**config.mk**
```make
export PLATFORM = sky130hd
export DESIGN_NAME = efla_alu
export DESIGN_NICKNAME = d
export VERILOG_FILES = /design/src/rtl/efla_pkg.sv /design/src/rtl/efla_alu.sv
export SDC_FILE = /design/constraint.sdc
export NUM_CORES = 1
export LEC_CHECK = 0
export BUFFER_PORTS_ARGS = -buffer_cell sky130_fd_sc_hd__buf_2
export CORE_MARGIN = 2
export CORE_UTILIZATION = 50
export DETAILED_ROUTE_END_ITERATION = 12
export PLACE_DENSITY = 0.91
export SLEW_MARGIN = 20
export SYNTH_ARGS = -nofsm -noshare
export SYNTH_HDL_FRONTEND = slang
export SYNTH_SLANG_ARGS = --single-unit
export TNS_END_PERCENT = 50
```
**constraint.sdc**
```tcl
create_clock -name vclk -period 9.31
set_input_delay 0.931 -clock vclk [all_inputs]
set_output_delay 0.931 -clock vclk [all_outputs]
set_load 0.05 [all_outputs]
```
**src/rtl/efla_pkg.sv**
```systemverilog
package efla_pkg;

	localparam int HEAP_BYTES  = 65536;
	localparam int CHUNK_BYTES = 4096;
	localparam int HEAP_IDX_W  = $clog2(HEAP_BYTES / 4);
	localparam int LIM_W       = 17;
	localparam int CHUNK_GROW  = ((CHUNK_BYTES / 4) + ((CHUNK_BYTES / 4) % 2)) * 4;
	localparam int WALK_LIMIT  = HEAP_BYTES / 16 + 2;
	localparam int WALK_W      = $clog2(WALK_LIMIT + 1);
	localparam int INIT_BRK    = 24;

	localparam logic [31:0] SIZE_MASK = 32'hFFFF_FFF8;
	localparam logic [31:0] OFS_M8    = 32'hFFFF_FFF8;
	localparam logic [31:0] OFS_M4    = 32'hFFFF_FFFC;
	localparam logic [31:0] OFS_P4    = 32'd4;
	localparam logic [31:0] SENTINEL  = 32'd8;
	localparam logic [31:0] HEAD_ADDR = 32'd12;
	localparam logic [31:0] MIN_BLOCK = 32'd16;
	localparam logic [31:0] ALLOC_BIT = 32'd1;

	localparam logic [1:0] CMD_ALLOC = 2'd0;
	localparam logic [1:0] CMD_FREE  = 2'd1;
	localparam logic [1:0] CMD_INIT  = 2'd2;
	localparam logic [1:0] CMD_NOP   = 2'd3;

	localparam logic [1:0] ST_OK       = 2'd0;
	localparam logic [1:0] ST_ZERO     = 2'd1;
	localparam logic [1:0] ST_NOMEM    = 2'd2;
	localparam logic [1:0] ST_NOT_INIT = 2'd3;

	typedef struct packed {
		logic [31:0] a;
		logic [31:0] b;
		logic [31:0] k;
		logic        sub;
	} alu_op_t;

	typedef struct packed {
		logic                  re;
		logic                  we;
		logic [HEAP_IDX_W-1:0] idx;
		logic [31:0]           wdata;
	} mem_req_t;

	typedef struct packed {
		logic        vld;
		logic [15:0] addr;
		logic [1:0]  status;
	} res_t;

endpackage

```
**src/rtl/efla_alu.sv**
```systemverilog
module efla_alu (
	input  efla_pkg::alu_op_t op,
	output logic [31:0]       y
);

	logic [31:0] b_eff;

	always_comb begin
		b_eff = op.sub ? (32'd0 - op.b) : op.b;
		y     = op.a + b_eff + op.k;
	end

endmodule

```
== Word-level counts from Yosys, hierarchy flattened ==
Index checks and enable logic that the tools add are counted.

* Add/subtract/negate cells: 3
* Multiply operators: 0
* Div/mod/pow operators: 0
* $lt $le $gt $ge: 0
* Equality and inequality tests: 0
* Shift-type cells: 0
* Multiplexer cells: 1
* Bitwise operators: 0
* Reductions and logical operators: 0

{| class="wikitable"
|+ Operator list
! operator !! count
|-
| $add A32 B32 Y32 || 2
|-
| $mux W32 || 1
|-
| $sub A1 B32 Y32 const A || 1
|}

* Flip-flop bits (word level): 0
* Bits in latches: 0
* RAM bits: 0
* ROM bits: 0
* Bits of input ports: 97
* Output and inout port bits: 32
* Memories kept: 0

== Logic depth before layout (Yosys ltp) ==
Gate-level depths: netlist of run 1.

* Word-level depth: 4
* Mapped depth: 17
* Mapped depth without buffers: 16

== Worst setup path before layout of run 1 ==
Ideal clock, no wire load.

* Kind: input-to-output
* Start: in op[35] (netlist name)
* End: out y[28]
* Arrival time: 4.835 ns
* Slack: 3.544 ns
* Cell stages on the path: 14
* Path buffers: 2
* Cell sequence: nor4_2 -> nand4_2 -> or3_1 -> o31ai_1 -> xnor2_1 -> fa_1 -> ha_1 -> clkbuf_1 -> and3_1 -> clkbuf_1 -> nand3_1 -> a211oi_1 -> o21ai_0 -> xnor2_1

* Longest elaborated chain between the ends: 4

{| class="wikitable"
|+ RTL lines
! what !! line !! RTL
|-
| start, declared || efla_alu.sv:2 || <nowiki>input efla_pkg::alu_op_t op,</nowiki>
|-
| $sub A1 B32 Y32 || efla_alu.sv:9 || <nowiki>b_eff = op.sub ? (32'd0 - op.b) : op.b;</nowiki>
|-
| $mux W32 (*) || efla_alu.sv:9 ||
|-
| $add A32 B32 Y32 (*) (2 in series) || efla_alu.sv:10 || <nowiki>y = op.a + b_eff + op.k;</nowiki>
|-
| end, declared || efla_alu.sv:3 || <nowiki>output logic [31:0] y</nowiki>
|}

Every way passes the cells marked *; elsewhere a longest branch is shown, timed or not.

== Worst setup path after layout of run 1 ==
* Start: in op[35] (netlist name)
* End: out y[31]

Same word-level chain as after synthesis.

==> flow_summary.ini, run 1 <==
[timing]
timing.fmax_mhz = 159
setup_viol = 0
rsz0062_at_grt = false
tns_ns = 0
holdWs_ns = 2.40
period_needed_ns = 6.27
tightest_slew_ns = 0.523
slew_viol_final = 0
post-route-period-util_pct = 67.4
max_slew_margin_pct = 64.9
final-hold-violation-count = 0

[routing]
wirelength_um = 9020
drc = 0
via_per_inst = 5.87
drt_iter0_markers = 245
via_count = 3356
first_pass_iters = 7
post_drt_wl_per_cell_um = 15.8
ant_nets = 0

[finish]
nClkBuffers = 0
final_cells = 572
antenna_cells = 0
layout-drive-gt1-share_pct = 28.6
flops_and_latches = 0
seqCellArea_um2 = 0
syn_to_final_growth_pct = 22.5
fin_nets = 659

[floorplanning]
fp.coreArea_mm2 = 0.00589
rows = 28
dieArea_mm2 = 0.00671
io_pins = 129
die_h_um = 81.9
die_w_um = 81.9
start_util_pct = 51.5

[logic_synthesis]
yosys.cell_types.count = 48
syn_nets = 543
synth_cells = 383
synth_area_mm2 = 0.00303
yosysWarnings = 0
ys_seq_area_share_pct = 0
syn_avg_cell_area_um2 = 7.92

[setup_path]
worstSetupPathType = input port to output pin
worstPathMaxFanout = 5
crit_path_start_kind = input port
cp.required_ns = 8.38
worst_ep_arrival_time_ns = 5.34
worst_setup_path_end_kind = output pin

[place]
io_buffers = 129
dp.cells = 572
gp_congestion = 0.972
hpwl_um = 7980

[power]
total_power_uw = 882
p_leak_nw = 1.73
peakVddDrop_mv = 0.172
powerDensity_mw_per_mm2 = 237

[worst_hold_path]
worstHoldEndpoint = y[0]
min_path_cells = 5
hp-start = op[65]
min_path_type = input port to output pin

[global_route]
grt_overflow = 0
antenna_found_initial = 0
grt_max_degree = 33
grt_pass1_wl_um = 14300
track_usage_pct = 26.8
grt_pass1_vias = 3196

[status]
status = completed

[cts]
postCtsSetupBuffers = 0
cts_hold_buf = 0
ctsResizeCount = 0

[run]
cap_viol_max_count = 0
==> critical path: stages <==
cell and delay [ns]:
buf_2 0.13, nor4_2 0.51, nand2_1 0.18, nor3_1 0.31
nand4_1 0.24, o21ai_0 0.26, xnor2_1 0.20, fa_1 0.47
ha_1 0.39, a21o_1 0.17, a211o_1 0.21, a31oi_1 0.08
or4b_2 0.69, a21o_1 0.18, o211ai_1 0.09, buf_2 0.30
==> cell usage in the layout, fill, tap and decap left out, types with 2 or more instances in the layout <==
cell       instances
and3_1             6
nand2_1           37
nand4b_1           2
a21o_1            20
o211ai_1           4
a21oi_1           29
a211o_1            2
o2111ai_1          2
o21a_1             6
nor4_1             2
ha_1              31
o21ai_0           23
xnor2_1           50
nor4_2             3
a31oi_1            5
nor2_1            24
nor2b_1            5
or3_1              4
buf_2            129
nand3_1            6
o41ai_1            3
nand2b_1           3
or3_4              2
o31ai_1           10
nand3b_1           2
a31o_2             2
nor3_1             6
fa_1              32
nand4_1            6
a211oi_1           2
inv_1             13
xor2_1            11
==> logic make-up after synthesis <==
logic type	share of synthesized area (%)
fa+ha+maj	33.9
compound gates	25.1
simple gates	19.9
buf+inv	3.51
xor+xnor	17.6
==> worst max-delay path by stage <==
stage / endpoint / cells past startpoint / slack, ns / from
3_5_place_dp: y[31] / 16 / 3.12 / op[35]
3_3_place_gp: y[31] / 16 / 3.17 / op[35]
2_1_floorplan: y[28] / 14 / 3.54 / op[35]
5_1_grt: y[31] / 16 / 2.77 / op[35]
6_report: y[31] / 16 / 3.04 / op[35]
4_1_cts: y[31] / 16 / 3.10 / op[35]
==> metal layers <==
layer	wire [um]	track usage, %	share of wire (%)	vias up
met1	3570	33.4	40	1536
met2	4440	50.4	49	191
met5	0	0	0	-
li1	-	-	-	1617
met3	873	2.31	9.7	12
met4	138	4.50	1.5	0
==> cell type report <==
| class | instances | area, um2 |
|---|---|---|
| Inverter | 13 | 48.8 |
| Tap cell | 75 | 93.8 |
| Multi-Input combinational cell | 355 | 2930 |
| Fill cell | 515 | 2170 |
| Timing Repair Buffer | 129 | 646 |
==> per-stage QoR <==
step / utilization (%) / area (um2) / setup slack, ns
after floorplan: - / 3030 / 3.54
after global placement: 63.1 / 3710 / 3.17
after detailed placement: 63.1 / 3710 / 3.12
after CTS: 63.1 / 3710 / 3.10
after global routing: 63.1 / 3710 / 2.77
final: 63.1 / 3710 / 3.04
==> synthesized netlist by cell type, types with 2 or more instances <==
cell | number | area share (%)
and3_1 | 6 | 1.2
nand3_1 | 6 | 0.99
clkbuf_1 | 14 | 1.7
o21ai_0 | 23 | 3.8
ha_1 | 31 | 13
or3_1 | 4 | 0.82
nor3_1 | 6 | 0.99
fa_1 | 32 | 21
o211ai_1 | 4 | 0.99
o41ai_1 | 3 | 0.87
nor4_1 | 2 | 0.41
xnor2_1 | 50 | 14
o31ai_1 | 10 | 2.5
nand4b_1 | 2 | 0.58
o2111ai_1 | 2 | 0.58
nor2b_1 | 5 | 1.0
or3_4 | 2 | 0.74
nand3b_1 | 2 | 0.49
a31oi_1 | 5 | 1.0
nor4_2 | 3 | 1.2
inv_1 | 13 | 1.6
nand2b_1 | 3 | 0.62
xor2_1 | 11 | 3.2
a211oi_1 | 2 | 0.49
nand2_1 | 37 | 4.6
a211o_1 | 2 | 0.58
a31o_2 | 2 | 0.58
nor2_1 | 24 | 3.0
a21o_1 | 20 | 5.0
o21a_1 | 6 | 1.5
nand4_1 | 6 | 1.2
a21oi_1 | 29 | 4.8
==> report_power, final <==
part           internal [mW]  switching, mW  leakage, nW  total (mW)
combinational          0.265          0.617         1.73       0.882
clock                      0              0            0           0
sequential                 0              0            0           0
total                  0.265          0.617         1.73       0.882
No activity file was read; power rests on OpenSTA's default activity.
==> run 2, diff against run 1 <==
clock period = 6.1 ns   (was 9.31 ns; I/O delays follow)
==> run 2 against run 1 <==
Effect of this change: via count is 1.4% higher; cell area stayed put; utilization did not move; total power is 53% higher; worst hold slack lost 0.64 ns; combinational power up 53%; cell count unchanged; first-iteration DRC count is 32% lower; count of clock-buffer cells in the layout unchanged; routed wire length rose by 0.38%; sequential cell count is the same; critical endpoint unchanged; highest routed layer unchanged.
==> flow_summary.ini, run 2 (synthesis results as in run 1) <==
[status]
status = completed

[global_route]
grt_pass1_vias = 3248
grt_max_degree = 33
grt_pass1_wl_um = 14700
grt_overflow = 0
track_usage_pct = 27.6
antenna_found_initial = 0

[finish]
fin_nets = 659
final_common_cell = buf_2
num-fill-cells = 534
antenna_cells = 0
syn_to_final_growth_pct = 22.5
fin_area_mm2 = 0.00371
final_cell_mix = buf_2 (129), xnor2_1 (50), nand2_1 (37)
flops_and_latches = 0
seqCellArea_um2 = 0
layout-drive-gt1-share_pct = 28.6
nClkBuffers = 0
final_util_pct = 63.1

[place]
io_buffers = 129
hpwl_um = 8030
place_ws_ns = 0.526
dpl-instance-area_mm2 = 0.00371
gp_congestion = 0.972

[floorplanning]
io_pins = 129
rows = 28
die_h_um = 81.9
start_util_pct = 51.5
fp.coreArea_mm2 = 0.00589
die_w_um = 81.9
dieArea_mm2 = 0.00671

[timing]
max_slew_margin_pct = 63.4
slew_viol_final = 0
post-route-period-util_pct = 92.7
tns_ns = 0
period_needed_ns = 5.65
timing.fmax_mhz = 177
rsz0062_at_grt = false
setup_viol = 0
final-hold-violation-count = 0
layout_setup_ws_ns = 0.445
tightest_slew_ns = 0.546

[setup_path]
worstSetupStartpoint = op[35]
worstPathMaxFanout = 5
crit_path_start_kind = input port
cp.required_ns = 5.49
worstSetupPathType = input port to output pin
worst_ep_arrival_time_ns = 5.04
endpoint = y[31]
worst_setup_path_end_kind = output pin

[routing]
wirelength_um = 9050
drc = 0
ant_nets = 0
first_pass_iters = 5
via_count = 3402
post_drt_wl_per_cell_um = 15.8
drt_iter0_markers = 167
via_per_inst = 5.95

[power]
peakVddDrop_mv = 0.339
powerDensity_mw_per_mm2 = 363
p_leak_nw = 1.73

[cts]
ctsResizeCount = 0
cts_hold_buf = 0
postCtsSetupBuffers = 0

[worst_hold_path]
hp-start = op[65]
min_path_cells = 5
min_path_type = input port to output pin

[run]
cap_viol_max_count = 0
run 2: cell counts in the layout (fill, tap and decap cells not counted):
No cell type changed its count.
run 2: layout make-up:
type / instances / area (um2) / share of cell area, %
inverter: 13 / 48.8 / 1.31
timing repair buffer: 129 / 646 / 17.4
multi-input combinational: 355 / 2930 / 78.8
tap: 75 / 93.8 / 2.53
run 2: worst min-delay path by stage:
stage            to
6_report       y[0]
4_1_cts        y[0]
2_1_floorplan  y[0]
5_1_grt        y[0]
3_3_place_gp   y[0]
3_5_place_dp   y[0]
run 2: power by group:
| part | switching [mW] | internal, mW |
|---|---|---|
| clock | 0 | 0 |
| combinational | 0.943 | 0.405 |
| sequential | 0 | 0 |
run 2: critical path: stages:
cell and delay, ns:
buf_2 0.13, nor4_2 0.50, nand2_1 0.18, nor3_1 0.29, nand4_1 0.23, o21ai_0 0.28
xnor2_1 0.20, fa_1 0.47, ha_1 0.39, a21o_1 0.17, a211o_1 0.21, a31oi_1 0.08
or4b_2 0.69, a21o_1 0.18, o211ai_1 0.12, buf_2 0.31
run 2: stage by stage:
| stage | std cells | hold slack, ns | total power, mW |
|---|---|---|---|
| floorplan | 383 | 1.60 | 1.04 |
| global placement | 572 | 1.74 | 1.32 |
| detailed placement | 572 | 1.76 | 1.34 |
| CTS | 572 | 1.76 | 1.34 |
| global route | 572 | 1.78 | 1.45 |
| finish | 572 | 1.75 | 1.35 |
run 2: per-layer routing:
layer	up-vias	track usage [%]	wire [um]
met3	22	3.52	848
met5	-	0	0
met4	0	7.33	235
met2	192	50.4	4380
li1	1622	-	-
met1	1566	33.7	3590
